==> src/rtl/wbps_pkg.sv <==
// ----------------------------------------------------------------------------
// wbps_pkg
// Shared types and constants of the wildcard byte pattern scanner.
// ----------------------------------------------------------------------------
package wbps_pkg;

    localparam int MAX_PATTERN = 16;
    localparam int LEN_W       = 5;
    localparam int IDX_W       = 4;
    localparam int REF_BYTES   = 4;
    localparam int ADDR_W      = 6;
    localparam int DATA_W      = 64;

    typedef enum logic [2:0] {
        REG_PATTERN_LOW    = 3'd0,
        REG_PATTERN_HIGH   = 3'd1,
        REG_CARE_MASK      = 3'd2,
        REG_PATTERN_LENGTH = 3'd3,
        REG_REF_OFFSET     = 3'd4,
        REG_NEXT_OFFSET    = 3'd5,
        REG_RESOLVE_REF    = 3'd6,
        REG_BASE_ADDRESS   = 3'd7
    } t_reg_idx;

    typedef enum logic [1:0] {
        STATUS_FOUND = 2'd0,
        STATUS_NONE  = 2'd1,
        STATUS_CUT   = 2'd2
    } t_status;

    typedef struct packed {
        logic [63:0] pattern_low;
        logic [63:0] pattern_high;
        logic [15:0] care_mask;
        logic [4:0]  pattern_length;
        logic [7:0]  ref_offset;
        logic [31:0] next_offset;
        logic        resolve_ref;
        logic [63:0] base_address;
    } t_cfg;

    typedef struct packed {
        t_status     status;
        logic [31:0] match_pos;
        logic [31:0] ref_bytes;
    } t_res;

endpackage

==> src/rtl/wbps_cfg.sv <==
// ----------------------------------------------------------------------------
// wbps_cfg
// Register file behind the APB-style configuration port.
// ----------------------------------------------------------------------------
module wbps_cfg (
    input  logic                                i_clk,
    input  logic                                i_rst_n,
    input  logic                                psel,
    input  logic                                penable,
    input  logic                                pwrite,
    input  logic [wbps_pkg::ADDR_W-1:0]         paddr,
    input  logic [wbps_pkg::DATA_W-1:0]         pwdata,
    output logic [wbps_pkg::DATA_W-1:0]         prdata,
    output logic                                pready,
    output wbps_pkg::t_cfg                      o_cfg
);

    wbps_pkg::t_cfg   r_cfg;
    wbps_pkg::t_cfg   n_cfg;
    wbps_pkg::t_reg_idx w_idx;
    logic             w_wr;

    assign w_idx  = wbps_pkg::t_reg_idx'(paddr[wbps_pkg::ADDR_W-1:3]);
    assign w_wr   = psel && penable && pwrite;
    assign pready = 1'b1;
    assign o_cfg  = r_cfg;

    always_comb begin
        n_cfg = r_cfg;
        if (w_wr) begin
            case (w_idx)
                wbps_pkg::REG_PATTERN_LOW:    n_cfg.pattern_low    = pwdata;
                wbps_pkg::REG_PATTERN_HIGH:   n_cfg.pattern_high   = pwdata;
                wbps_pkg::REG_CARE_MASK:      n_cfg.care_mask      = pwdata[15:0];
                wbps_pkg::REG_PATTERN_LENGTH: n_cfg.pattern_length = pwdata[4:0];
                wbps_pkg::REG_REF_OFFSET:     n_cfg.ref_offset     = pwdata[7:0];
                wbps_pkg::REG_NEXT_OFFSET:    n_cfg.next_offset    = pwdata[31:0];
                wbps_pkg::REG_RESOLVE_REF:    n_cfg.resolve_ref    = pwdata[0];
                wbps_pkg::REG_BASE_ADDRESS:   n_cfg.base_address   = pwdata;
                default: ;
            endcase
        end
    end

    always_comb begin
        case (w_idx)
            wbps_pkg::REG_PATTERN_LOW:    prdata = r_cfg.pattern_low;
            wbps_pkg::REG_PATTERN_HIGH:   prdata = r_cfg.pattern_high;
            wbps_pkg::REG_CARE_MASK:      prdata = {48'd0, r_cfg.care_mask};
            wbps_pkg::REG_PATTERN_LENGTH: prdata = {59'd0, r_cfg.pattern_length};
            wbps_pkg::REG_REF_OFFSET:     prdata = {56'd0, r_cfg.ref_offset};
            wbps_pkg::REG_NEXT_OFFSET:    prdata = {32'd0, r_cfg.next_offset};
            wbps_pkg::REG_RESOLVE_REF:    prdata = {63'd0, r_cfg.resolve_ref};
            wbps_pkg::REG_BASE_ADDRESS:   prdata = r_cfg.base_address;
            default:                      prdata = '0;
        endcase
    end

    always_ff @(posedge i_clk) begin
        if (!i_rst_n) begin
            r_cfg <= '{64'd0, 64'd0, 16'hFFFF, 5'd1, 8'd0, 32'd0, 1'b0, 64'd0};
        end else begin
            r_cfg <= n_cfg;
        end
    end

endmodule

==> src/rtl/wbps_match.sv <==
// ----------------------------------------------------------------------------
// wbps_match
// Input register, byte history and window compare; tracks the first match
// and gathers the reference bytes, then hands one request per image onward.
// ----------------------------------------------------------------------------
module wbps_match (
    input  logic           i_clk,
    input  logic           i_rst_n,
    input  wbps_pkg::t_cfg i_cfg,
    input  logic           i_valid,
    output logic           o_stall,
    input  logic [7:0]     i_data_byte,
    input  logic           i_first_byte,
    input  logic           i_last_byte,
    output logic           o_res_valid,
    input  logic           i_res_stall,
    output wbps_pkg::t_res o_res
);

    localparam int HIST = wbps_pkg::MAX_PATTERN - 1;

    // input register
    logic        r_in_valid;
    logic [7:0]  r_byte;
    logic        r_first;
    logic        r_last;

    // history, newest first
    logic [7:0]  r_hist [HIST];

    // search state
    logic [31:0] r_pos;
    logic        r_seen;
    logic [31:0] r_mpos;
    logic [31:0] r_rbytes;
    logic [2:0]  r_rcnt;
    logic [31:0] n_pos;
    logic        n_seen;
    logic [31:0] n_mpos;
    logic [31:0] n_rbytes;
    logic [2:0]  n_rcnt;

    // result register
    logic           r_res_valid;
    wbps_pkg::t_res r_res;
    wbps_pkg::t_res n_res;

    logic        w_adv;
    logic        w_res_free;
    logic        w_load;

    logic [7:0]  w_win [wbps_pkg::MAX_PATTERN];
    logic [wbps_pkg::IDX_W-1:0] w_lenm1;
    logic        w_hit;
    logic [31:0] w_idx;
    logic        w_seen;
    logic [31:0] w_mpos;
    logic [31:0] w_rbytes;
    logic [2:0]  w_rcnt;
    logic [31:0] w_off;
    logic [31:0] w_hit_rbytes;
    logic [2:0]  w_hit_rcnt;

    assign w_res_free  = !r_res_valid || !i_res_stall;
    assign w_adv       = r_in_valid && (!r_last || w_res_free);
    assign o_stall     = r_in_valid && !w_adv;
    assign w_load      = i_valid && !o_stall;
    assign o_res_valid = r_res_valid;
    assign o_res       = r_res;

    // used pattern length minus one, clamped to the supported range
    always_comb begin
        if (i_cfg.pattern_length == '0) begin
            w_lenm1 = '0;
        end else if (i_cfg.pattern_length > wbps_pkg::LEN_W'(wbps_pkg::MAX_PATTERN)) begin
            w_lenm1 = wbps_pkg::IDX_W'(wbps_pkg::MAX_PATTERN - 1);
        end else begin
            w_lenm1 = wbps_pkg::IDX_W'(i_cfg.pattern_length - 5'd1);
        end
    end

    always_comb begin
        w_win[0] = r_byte;
        for (int j = 1; j < wbps_pkg::MAX_PATTERN; j++) begin
            w_win[j] = r_hist[j-1];
        end
    end

    // window compare
    always_comb begin
        logic [wbps_pkg::IDX_W-1:0] sel;
        logic [7:0]                 pat;
        w_hit = 1'b1;
        for (int k = 0; k < wbps_pkg::MAX_PATTERN; k++) begin
            sel = w_lenm1 - wbps_pkg::IDX_W'(k);
            pat = (k < 8) ? i_cfg.pattern_low[8*(k%8) +: 8]
                          : i_cfg.pattern_high[8*(k%8) +: 8];
            if (wbps_pkg::IDX_W'(k) <= w_lenm1 && i_cfg.care_mask[k] &&
                w_win[sel] != pat) begin
                w_hit = 1'b0;
            end
        end
    end

    // reference bytes already inside the window at the match
    always_comb begin
        logic [8:0]                 rel;
        logic [wbps_pkg::IDX_W-1:0] sel;
        w_hit_rbytes = '0;
        w_hit_rcnt   = '0;
        for (int k = 0; k < wbps_pkg::REF_BYTES; k++) begin
            rel = {1'b0, i_cfg.ref_offset} + 9'(k);
            sel = w_lenm1 - rel[wbps_pkg::IDX_W-1:0];
            if (rel <= {5'd0, w_lenm1}) begin
                w_hit_rbytes[8*k +: 8] = w_win[sel];
                w_hit_rcnt             = 3'(k + 1);
            end
        end
    end

    // search state update
    always_comb begin
        w_idx    = r_first ? '0 : r_pos;
        w_seen   = r_first ? 1'b0 : r_seen;
        w_mpos   = r_first ? '0 : r_mpos;
        w_rbytes = r_first ? '0 : r_rbytes;
        w_rcnt   = r_first ? '0 : r_rcnt;
        w_off    = w_idx - w_mpos;

        n_seen   = w_seen;
        n_mpos   = w_mpos;
        n_rbytes = w_rbytes;
        n_rcnt   = w_rcnt;
        if (w_seen) begin
            if (w_rcnt < 3'd4 &&
                w_off == {24'd0, i_cfg.ref_offset} + {29'd0, w_rcnt}) begin
                n_rbytes[8*w_rcnt[1:0] +: 8] = r_byte;
                n_rcnt                       = w_rcnt + 3'd1;
            end
        end else if (w_idx >= {28'd0, w_lenm1} && w_hit) begin
            n_seen   = 1'b1;
            n_mpos   = w_idx - {28'd0, w_lenm1};
            n_rbytes = w_hit_rbytes;
            n_rcnt   = w_hit_rcnt;
        end
        n_pos = w_idx + 32'd1;

        n_res.match_pos = n_mpos;
        n_res.ref_bytes = n_rbytes;
        if (!n_seen) begin
            n_res.status = wbps_pkg::STATUS_NONE;
        end else if (i_cfg.resolve_ref && n_rcnt < 3'd4) begin
            n_res.status = wbps_pkg::STATUS_CUT;
        end else begin
            n_res.status = wbps_pkg::STATUS_FOUND;
        end
    end

    always_ff @(posedge i_clk) begin
        if (!i_rst_n) begin
            r_in_valid  <= 1'b0;
            r_res_valid <= 1'b0;
            r_pos       <= '0;
            r_seen      <= 1'b0;
            r_mpos      <= '0;
            r_rbytes    <= '0;
            r_rcnt      <= '0;
        end else begin
            if (w_load) begin
                r_in_valid <= 1'b1;
            end else if (w_adv) begin
                r_in_valid <= 1'b0;
            end
            if (w_adv && r_last) begin
                r_res_valid <= 1'b1;
            end else if (!i_res_stall) begin
                r_res_valid <= 1'b0;
            end
            if (w_adv) begin
                if (r_last) begin
                    // image done, search starts over
                    r_pos    <= '0;
                    r_seen   <= 1'b0;
                    r_mpos   <= '0;
                    r_rbytes <= '0;
                    r_rcnt   <= '0;
                end else begin
                    r_pos    <= n_pos;
                    r_seen   <= n_seen;
                    r_mpos   <= n_mpos;
                    r_rbytes <= n_rbytes;
                    r_rcnt   <= n_rcnt;
                end
            end
        end
    end

    always_ff @(posedge i_clk) begin
        if (w_load) begin
            r_byte  <= i_data_byte;
            r_first <= i_first_byte;
            r_last  <= i_last_byte;
        end
        if (w_adv) begin
            r_hist[0] <= r_byte;
            for (int j = 1; j < HIST; j++) begin
                r_hist[j] <= r_hist[j-1];
            end
        end
        if (w_adv && r_last) begin
            r_res <= n_res;
        end
    end

endmodule

==> src/rtl/wbps_resolve.sv <==
// ----------------------------------------------------------------------------
// wbps_resolve
// Output register; forms the match or resolved address of a request.
// ----------------------------------------------------------------------------
module wbps_resolve (
    input  logic           i_clk,
    input  logic           i_rst_n,
    input  wbps_pkg::t_cfg i_cfg,
    input  logic           i_res_valid,
    output logic           o_res_stall,
    input  wbps_pkg::t_res i_res,
    output logic           o_valid,
    input  logic           i_stall,
    output logic [1:0]     o_status,
    output logic [63:0]    o_address
);

    logic        r_valid;
    logic [1:0]  r_status;
    logic [63:0] r_address;
    logic [63:0] n_address;
    logic        w_load;

    assign o_res_stall = r_valid && i_stall;
    assign w_load      = i_res_valid && !o_res_stall;
    assign o_valid     = r_valid;
    assign o_status    = r_status;
    assign o_address   = r_address;

    always_comb begin
        n_address = '0;
        if (i_res.status == wbps_pkg::STATUS_FOUND) begin
            n_address = i_cfg.base_address + {32'd0, i_res.match_pos};
            if (i_cfg.resolve_ref) begin
                n_address = n_address
                          + {{32{i_cfg.next_offset[31]}}, i_cfg.next_offset}
                          + {{32{i_res.ref_bytes[31]}}, i_res.ref_bytes};
            end
        end
    end

    always_ff @(posedge i_clk) begin
        if (!i_rst_n) begin
            r_valid <= 1'b0;
        end else if (w_load) begin
            r_valid <= 1'b1;
        end else if (!i_stall) begin
            r_valid <= 1'b0;
        end
    end

    always_ff @(posedge i_clk) begin
        if (w_load) begin
            r_status  <= i_res.status;
            r_address <= n_address;
        end
    end

endmodule

==> src/rtl/wildcard_byte_pattern_scanner_core.sv <==
// ----------------------------------------------------------------------------
// wildcard_byte_pattern_scanner_core
// Streams image bytes, finds the first wildcard pattern match and reports
// the match address or the resolved relative reference at the image end.
// ----------------------------------------------------------------------------
// channel   handshake               payload
// input     i_valid / o_stall       i_data_byte, i_first_byte, i_last_byte
// output    o_valid / i_stall       o_status, o_address
// config    psel/penable/pwrite     paddr, pwdata, prdata, pready
//
// one byte accepted per cycle unless o_stall is raised; the window compare
// and search update sit between the input register and the result register
// a result passes the input, result and output registers after its last byte
// reset clears the pipeline valids and the search state, and sets the registers to their defaults
// output stall holds back the input only when a last byte cannot hand over
// ----------------------------------------------------------------------------
module wildcard_byte_pattern_scanner_core (
    input  logic                        i_clk,
    input  logic                        i_rst_n,
    input  logic                        i_valid,
    output logic                        o_stall,
    input  logic [7:0]                  i_data_byte,
    input  logic                        i_first_byte,
    input  logic                        i_last_byte,
    output logic                        o_valid,
    input  logic                        i_stall,
    output logic [1:0]                  o_status,
    output logic [63:0]                 o_address,
    input  logic                        psel,
    input  logic                        penable,
    input  logic                        pwrite,
    input  logic [wbps_pkg::ADDR_W-1:0] paddr,
    input  logic [wbps_pkg::DATA_W-1:0] pwdata,
    output logic [wbps_pkg::DATA_W-1:0] prdata,
    output logic                        pready
);

    wbps_pkg::t_cfg w_cfg;
    wbps_pkg::t_res w_res;
    logic           w_res_valid;
    logic           w_res_stall;

    wbps_cfg u_cfg (
        .i_clk   (i_clk),
        .i_rst_n (i_rst_n),
        .psel    (psel),
        .penable (penable),
        .pwrite  (pwrite),
        .paddr   (paddr),
        .pwdata  (pwdata),
        .prdata  (prdata),
        .pready  (pready),
        .o_cfg   (w_cfg)
    );

    wbps_match u_match (
        .i_clk        (i_clk),
        .i_rst_n      (i_rst_n),
        .i_cfg        (w_cfg),
        .i_valid      (i_valid),
        .o_stall      (o_stall),
        .i_data_byte  (i_data_byte),
        .i_first_byte (i_first_byte),
        .i_last_byte  (i_last_byte),
        .o_res_valid  (w_res_valid),
        .i_res_stall  (w_res_stall),
        .o_res        (w_res)
    );

    wbps_resolve u_resolve (
        .i_clk       (i_clk),
        .i_rst_n     (i_rst_n),
        .i_cfg       (w_cfg),
        .i_res_valid (w_res_valid),
        .o_res_stall (w_res_stall),
        .i_res       (w_res),
        .o_valid     (o_valid),
        .i_stall     (i_stall),
        .o_status    (o_status),
        .o_address   (o_address)
    );

endmodule

==> config.mk <==
export PLATFORM = sky130hd
export DESIGN_NAME = wildcard_byte_pattern_scanner_core
export DESIGN_NICKNAME = d
export VERILOG_FILES = /design/src/rtl/wbps_pkg.sv /design/src/rtl/wbps_cfg.sv /design/src/rtl/wbps_match.sv /design/src/rtl/wbps_resolve.sv /design/src/rtl/wildcard_byte_pattern_scanner_core.sv
export SDC_FILE = /design/constraint.sdc
export NUM_CORES = 2
export LEC_CHECK = 0
export BUFFER_PORTS_ARGS = -buffer_cell sky130_fd_sc_hd__buf_2
export CAP_MARGIN = 40
export CORE_AREA = 2 2 335 337
export CTS_CLUSTER_DIAMETER = 150
export DETAILED_ROUTE_END_ITERATION = 8
export DIE_AREA = 0 0 337 339
export MAX_ROUTING_LAYER = met4
export PLACE_DENSITY = 0.68
export SYNTH_ARGS = -nofsm -noshare
export SYNTH_HDL_FRONTEND = slang
export SYNTH_SLANG_ARGS = --single-unit
==> constraint.sdc <==
create_clock -name i_clk -period 19.3 [get_ports i_clk]
set_clock_uncertainty 0.1 [all_clocks]
set_input_delay 3.86 -clock i_clk [delete_from_list [all_inputs] [get_ports i_clk]]
set_output_delay 3.86 -clock i_clk [all_outputs]
set_load 0.02 [all_outputs]
=== Word-level counts from Yosys, hierarchy flattened ===
Memories as Yosys holds them, arrays and structs flattened.
Index checks and enable logic that the tools add are counted.
Widths: inputs -> output; s select.

* $add $sub $neg: 32
* Magnitude comparators: 44
* Equal/unequal tests: 26
* Reductions and logical operators: 62
* Bitwise operators: 20
* Shift-type cells: 2
* Multiplexer cells: 118

{| class="wikitable"
|+ Operator list
! operator !! number
|-
| $bmux 8 s4 || 20
|-
| $pmux 64 s8 || 1
|-
| $mux 32 || 11
|-
| $mux 8 || 44
|-
| $add 64x64->64 || 2
|-
| $ne 8x8->1 || 16
|-
| $ge 5x5->1 const B || 20
|-
| $not 4->5 || 20
|-
| $add 64x32->64 || 1
|-
| $mux 64 || 1
|-
| $logic_and 1x1->1 || 43
|-
| $neg 5->34 || 1
|-
| $shift 8x34->32 const A || 1
|-
| $shiftx 8x34->32 || 1
|-
| $add 32x1->32 const B || 1
|-
| $bwmux 32 || 1
|-
| $eq 32x32->1 || 1
|-
| $ge 32x4->1 || 1
|-
| $le 4x4->1 const A || 8
|-
| $sub 32x32->32 || 1
|-
| $sub 32x4->32 || 1
|-
| $sub 4x4->4 const B || 8
|-
| $mux 1 || 29
|-
| $le 9x4->1 || 3
|-
| 29 further kinds || 68
|}

* RAM bits: 120
* Register bits: 499
* Logic and storage cells: 329
* Output and inout bits: 133
* Memories kept: 1
* Bits of input ports: 87

{| class="wikitable"
|+ Memory list
! name !! depth !! bits a word !! rd ports !! clocked after Yosys merged registers in !! write ports !! RTL line !! text
|-
| u_match.r_hist || 15 || 8 || 15 || 0 || 15 || wbps_match.sv:29 || <nowiki>logic [7:0] r_hist [HIST];</nowiki>
|}

=== Longest topological paths before layout ===
* Depth after elaboration: 31
* Mapped depth: 31
* Gate-level depth less buffers: 31

=== Hierarchy ===
A second synthesis with hierarchy kept.

* Cells, all modules: 5786
* Area, all modules: 51236.6 um^2

{| class="wikitable"
|+ Modules (own cells, without submodules)
! module !! instances !! cells each !! seq. area each (um^2) !! area each (um^2)
|-
| wbps_match || 1 || 3145 || 7927.6 || 29395.7
|-
| wbps_cfg || 1 || 1402 || 5084.9 || 11418.5
|-
| wbps_resolve || 1 || 1239 || 2001.9 || 10422.5
|}

=== Worst setup path before layout ===
OpenSTA, ideal clock, no wires.

* Path type: input-to-output
* Start point: input paddr[3] (netlist name)
* End point: output prdata[17] (netlist name)
* Stages on the path: 6
* Required time: 15340 ps
* Data arrival time: 5732 ps
* Path slack: 9608 ps
* Cells stage by stage: clkbuf_1 > clkbuf_1 > buf_1 > clkbuf_1 > mux2i_1 > o22ai_1

* Longest elaborated chain between the ends: 2
* Elaborated cells on any way between the ends: 9
* Those cells by class: eq/ne: 7; mux: 1; reduce/logical: 1

{| class="wikitable"
|+ Ends and longest elaborated chain
! item !! RTL line !! text
|-
| from (decl) || wildcard_byte_pattern_scanner_core.sv:32 || <nowiki>input logic [wbps_pkg::ADDR_W-1:0] paddr,</nowiki>
|-
| $eq 3x3->1 (tied with other cells) || wbps_cfg.sv:46 || <nowiki>case (w_idx)</nowiki>
|-
| $pmux 64 s8 (*) || wbps_cfg.sv:46 ||
|-
| to (decl) || wildcard_byte_pattern_scanner_core.sv:34 || <nowiki>output logic [wbps_pkg::DATA_W-1:0] prdata,</nowiki>
|}

Mark *: on every way between the ends. The rest lies on a longest branch, timed or not.

=== Worst setup path after layout ===
* Start point: input paddr[4] (netlist name)
* End point: output prdata[41] (netlist name)

Same word-level chain as after synthesis.

==> run_summary.xml <==
<?xml version="1.0" encoding="UTF-8"?>
<metrics>
  <group name="outcome">
    <metric name="status" unit="">finished, final reports clean</metric>
  </group>
  <group name="floorplanning">
    <metric name="fp-row-count" unit="">122</metric>
    <metric name="design.core.area" unit="um^2">110400</metric>
    <metric name="fp.dieArea" unit="um^2">114200</metric>
    <metric name="horizontal_die_dimension" unit="um">337</metric>
    <metric name="die_height" unit="um">339</metric>
    <metric name="ios" unit="">220</metric>
    <metric name="initial_utilization" unit="">0.4476</metric>
  </group>
  <group name="layout">
    <metric name="fillerInstances" unit="">10250</metric>
    <metric name="multi_input_comb_area" unit="um^2">32140</metric>
    <metric name="layout.cells.non_filler" unit="">7141</metric>
    <metric name="drive_gt1_frac" unit="">0.1384</metric>
    <metric name="final_common_cell" unit="">sky130_fd_sc_hd__nand2_1</metric>
    <metric name="most-common-layout-cells" unit="">sky130_fd_sc_hd__nand2_1 (809), sky130_fd_sc_hd__a21oi_1 (420), sky130_fd_sc_hd__nor2_1 (370), sky130_fd_sc_hd__dfxtp_1 (356), sky130_fd_sc_hd__mux2i_1 (338)</metric>
    <metric name="synthToLayoutAreaGrowth" unit="%">10.62</metric>
    <metric name="layout.area.seq" unit="um^2">15020</metric>
    <metric name="finish.utilization" unit="">0.4951</metric>
    <metric name="finish.instance_area" unit="um^2">54640</metric>
    <metric name="final_net_count" unit="">5914</metric>
  </group>
  <group name="worst_setup_path">
    <metric name="cp_num_buf_inv" unit="">3</metric>
    <metric name="cp_dominant_cell_by_count" unit="">sky130_fd_sc_hd__buf_2</metric>
    <metric name="critical_path.top_delay_family" unit="">buffers and inverters</metric>
    <metric name="worst-setup-path-type" unit="">in -&gt; out</metric>
    <metric name="slowest_stage" unit="">sky130_fd_sc_hd__or2_2</metric>
    <metric name="crit_path_start_kind" unit="">input port</metric>
    <metric name="cp_max_fo" unit="">48</metric>
    <metric name="crit_path_cell_trace" unit="">buf_2 &gt; buf_4 &gt; or2_2 &gt; o21ai_0 &gt; buf_2</metric>
    <metric name="timing.critical_path.arrival" unit="ns">6.57</metric>
    <metric name="setup.worst_path.end_class" unit="">output pin</metric>
    <metric name="cp_slowest_stage_delay" unit="ns">0.79</metric>
    <metric name="worst-endpoint-required" unit="ns">15.34</metric>
  </group>
  <group name="routing">
    <metric name="routed-via-count" unit="">45600</metric>
    <metric name="drc" unit="">0</metric>
    <metric name="antenna_violating_nets_post_route" unit="">0</metric>
    <metric name="wire_per_inst" unit="um">26.40</metric>
    <metric name="drt_first_pass_iters" unit="">6</metric>
    <metric name="postRouteWirelength" unit="mm">188.5</metric>
    <metric name="drt_iter0_markers" unit="">5924</metric>
    <metric name="drt-vias-per-instance" unit="">6.385</metric>
  </group>
  <group name="synthesis">
    <metric name="synth_async_sr_flop_share" unit="">0</metric>
    <metric name="synth_cells" unit="">5510</metric>
    <metric name="synth.avg_cell_area" unit="um^2">8.965</metric>
    <metric name="synthDistinctLibCells" unit="">104</metric>
    <metric name="synth.yosys.seq_area_share" unit="">0.3040</metric>
    <metric name="postSynth.topFlopCell" unit="">sky130_fd_sc_hd__dfxtp_1</metric>
    <metric name="yosysWarnings" unit="">0</metric>
    <metric name="synth-edff-count" unit="">262</metric>
    <metric name="synth-seq-cells" unit="">619</metric>
    <metric name="mappedNetlistNets" unit="">5840</metric>
    <metric name="synth.cell_area" unit="um^2">49390</metric>
  </group>
  <group name="timing">
    <metric name="fmax" unit="GHz">0.09497</metric>
    <metric name="grt_setup_unrepaired" unit="">false</metric>
    <metric name="timing.max_slew.rel_slack" unit="">0.2738</metric>
    <metric name="timing.final.hold_violations" unit="">0</metric>
    <metric name="finalSetupViolations" unit="">0</metric>
    <metric name="layout_worst_path_cycle_share" unit="">0.5456</metric>
    <metric name="slew_violations" unit="">0</metric>
    <metric name="period_needed" unit="ns">10.53</metric>
    <metric name="setup-tns-final" unit="ns">0</metric>
    <metric name="tightestPinTransition" unit="ns">1.087</metric>
  </group>
  <group name="global_route">
    <metric name="grt_start_max_net_pins" unit="">206</metric>
    <metric name="grt_pass1_vias" unit="">41790</metric>
    <metric name="total_congestion_overflow" unit="">0</metric>
    <metric name="grt.total_usage" unit="">0.3298</metric>
    <metric name="global_route_wire_length_before_repair" unit="mm">275.0</metric>
    <metric name="grt_antenna_before_repair" unit="">20</metric>
  </group>
  <group name="clock_network">
    <metric name="cts_max_level" unit="">3</metric>
    <metric name="clk_root_buffer_cell" unit="">sky130_fd_sc_hd__clkbuf_16</metric>
    <metric name="clkSinkCount" unit="">619</metric>
    <metric name="clock_slew_at_reported_path_ffs" unit="ns">0.06</metric>
    <metric name="clk_latency" unit="ns">0.69</metric>
    <metric name="post-cts-setup-buffer-count" unit="">0</metric>
    <metric name="postCtsResizedCells" unit="">0</metric>
    <metric name="cts_hold_buf" unit="">0</metric>
    <metric name="tritoncts" unit="">built</metric>
    <metric name="cts_made_buffers" unit="">74</metric>
    <metric name="ctsLongestPathBuffers" unit="">3</metric>
  </group>
  <group name="flow_run">
    <metric name="max_cap_viol_count" unit="">0</metric>
  </group>
  <group name="pwr">
    <metric name="powerDensity" unit="nW/um^2">61.04</metric>
    <metric name="ir_drop" unit="mV">0.06179</metric>
    <metric name="total_leakage_power" unit="nW">21.30</metric>
    <metric name="total_power" unit="mW">3.335</metric>
  </group>
  <group name="placed_design">
    <metric name="dpl-instance-area" unit="um^2">52150</metric>
    <metric name="gp_congestion" unit="">1.066</metric>
    <metric name="detailed_place_hpwl" unit="mm">144.1</metric>
    <metric name="io_buffer_count" unit="">215</metric>
    <metric name="dp.cells" unit="">6994</metric>
  </group>
  <group name="hold_path">
    <metric name="timing.hold.worst.class" unit="">reg -&gt; reg</metric>
  </group>
</metrics>
-- power breakdown --
part	switching, mW	total [mW]	internal [mW]	leakage (nW)
Sequential	0.0159	1.39	1.37	5.29
Clock	0.618	1.43	0.811	1.20
Combinational	0.331	0.517	0.186	14.8
Total	0.965	3.34	2.37	21.3
-- through the flow --
| stage | worst slack, ns | hold WS, ns |
|---|---|---|
| 6_report | 8.770 | 0.3554 |
| 2_1_floorplan | 9.608 | 0.3118 |
| 3_5_place_dp | 8.844 | 0.3333 |
| 5_1_grt | 8.705 | 0.3892 |
| 4_1_cts | 8.831 | 0.3490 |
| 3_3_place_gp | 8.885 | 0.3302 |
-- routing by layer --
| layer | track usage | part of all wire | up-vias |
|---|---|---|---|
| met5 | - | 0 | - |
| met4 | 0.1588 | 0.054 | 0 |
| met3 | 0.07505 | 0.11 | 401 |
| met2 | 0.4718 | 0.43 | 2596 |
| met1 | 0.4387 | 0.40 | 22320 |
| li1 | - | - | 20280 |
-- synth_stat cells (20+ instances only) --
cell,n,share of area
sky130_fd_sc_hd__nand2_1,810,0.062
sky130_fd_sc_hd__a21oi_1,420,0.043
sky130_fd_sc_hd__nor2_1,376,0.029
sky130_fd_sc_hd__dfxtp_1,357,0.14
sky130_fd_sc_hd__mux2i_1,338,0.068
sky130_fd_sc_hd__o21ai_0,275,0.028
sky130_fd_sc_hd__clkbuf_1,262,0.020
sky130_fd_sc_hd__edfxtp_1,262,0.16
sky130_fd_sc_hd__inv_1,258,0.020
sky130_fd_sc_hd__mux4_2,208,0.095
sky130_fd_sc_hd__xnor2_1,190,0.034
sky130_fd_sc_hd__xor2_1,174,0.031
sky130_fd_sc_hd__ha_1,171,0.043
sky130_fd_sc_hd__nand3_1,101,0.010
sky130_fd_sc_hd__a21o_1,92,0.014
sky130_fd_sc_hd__nor3_1,85,0.0086
sky130_fd_sc_hd__fa_1,72,0.029
sky130_fd_sc_hd__a22o_1,66,0.012
sky130_fd_sc_hd__nor2b_1,60,0.0076
sky130_fd_sc_hd__o22ai_1,54,0.0068
sky130_fd_sc_hd__nand4_1,50,0.0063
sky130_fd_sc_hd__a31oi_1,49,0.0062
sky130_fd_sc_hd__buf_1,39,0.0030
sky130_fd_sc_hd__a22oi_1,38,0.0058
sky130_fd_sc_hd__and3_1,38,0.0048
sky130_fd_sc_hd__nand2b_1,37,0.0047
sky130_fd_sc_hd__mux2_2,35,0.0080
sky130_fd_sc_hd__buf_2,33,0.0033
sky130_fd_sc_hd__o21a_1,32,0.0049
sky130_fd_sc_hd__and2_1,28,0.0035
sky130_fd_sc_hd__o221ai_1,26,0.0046
sky130_fd_sc_hd__o32ai_1,26,0.0046
sky130_fd_sc_hd__a211oi_1,25,0.0038
sky130_fd_sc_hd__a2bb2oi_1,24,0.0043
sky130_fd_sc_hd__o32a_1,23,0.0047
sky130_fd_sc_hd__o211ai_1,22,0.0033
sky130_fd_sc_hd__or3_1,21,0.0027
sky130_fd_sc_hd__nor4_1,20,0.0025
-- registers in the layout, summed over array words and instances (netlist names) --
| signal | flops |
|---|---|
| u_match.r_mpos | 32 |
| u_cfg.o_cfg | 254 |
| u_resolve.o_status | 2 |
| u_match.r_pos | 32 |
| u_resolve.o_valid | 1 |
| u_match.r_last | 1 |
| u_match.r_first | 1 |
| u_match.r_hist | 120 |
| u_match.r_rbytes | 32 |
| u_match.r_byte | 8 |
| u_match.r_seen | 1 |
| u_resolve.o_address | 64 |
| u_match.r_in_valid | 1 |
| u_match.r_rcnt | 3 |
| u_match.o_res_valid | 1 |
| u_match.o_res | 66 |
-- worst paths after layout --
| kind | startpoint | endpoint | slack, ns | cells after the start |
|---|---|---|---|---|
| worst min-delay path | u_match.r_rcnt[1] | u_match.r_rcnt[1] | 0.36 | 2 |
| worst max-delay path | paddr[4] | prdata[41] | 8.77 | 5 |
| worst min register to register | u_match.r_rcnt[1] | u_match.r_rcnt[1] | 0.36 | 2 |
| worst max register to register | u_cfg.o_cfg[105] | u_match.o_res[29] | 9.87 | 20 |
-- area by class of cell --
cell class / count / share of cell area
multi-input combinational: 4281 / 0.5883
sequential: 619 / 0.2748
timing repair buffer: 345 / 0.03911
clock buffer: 105 / 0.03904
tap: 1488 / 0.03407
inverter: 263 / 0.01830
clock inverter: 30 / 0.005931
antenna: 10 / 0.0004580
-- tightest hold or removal path: cells and delay by family (launching register included) --
family | cells | cell delay, ns
flops | 1 | 0.33
simple gates | 1 | 0.05
compound gates | 1 | 0.05
-- logic make-up (layout without fill, tap and decap cells) --
| kind of cell | after synthesis | in the layout | share of synthesized area |
|---|---|---|---|
| AO/OA/AOI/OAI | 1374 | 1374 | 0.1809 |
| XOR/XNOR | 365 | 365 | 0.06487 |
| adder cells (fa/ha/maj) | 246 | 246 | 0.07310 |
| buffers and inverters | 610 | 743 | 0.04874 |
| flip-flops | 619 | 619 | 0.3040 |
| multiplexers | 584 | 584 | 0.1723 |
| other | 1 | 11 | 0.00007592 |
| AND/OR/NAND/NOR | 1711 | 1711 | 0.1560 |
(Power assumes the default switching activity.)
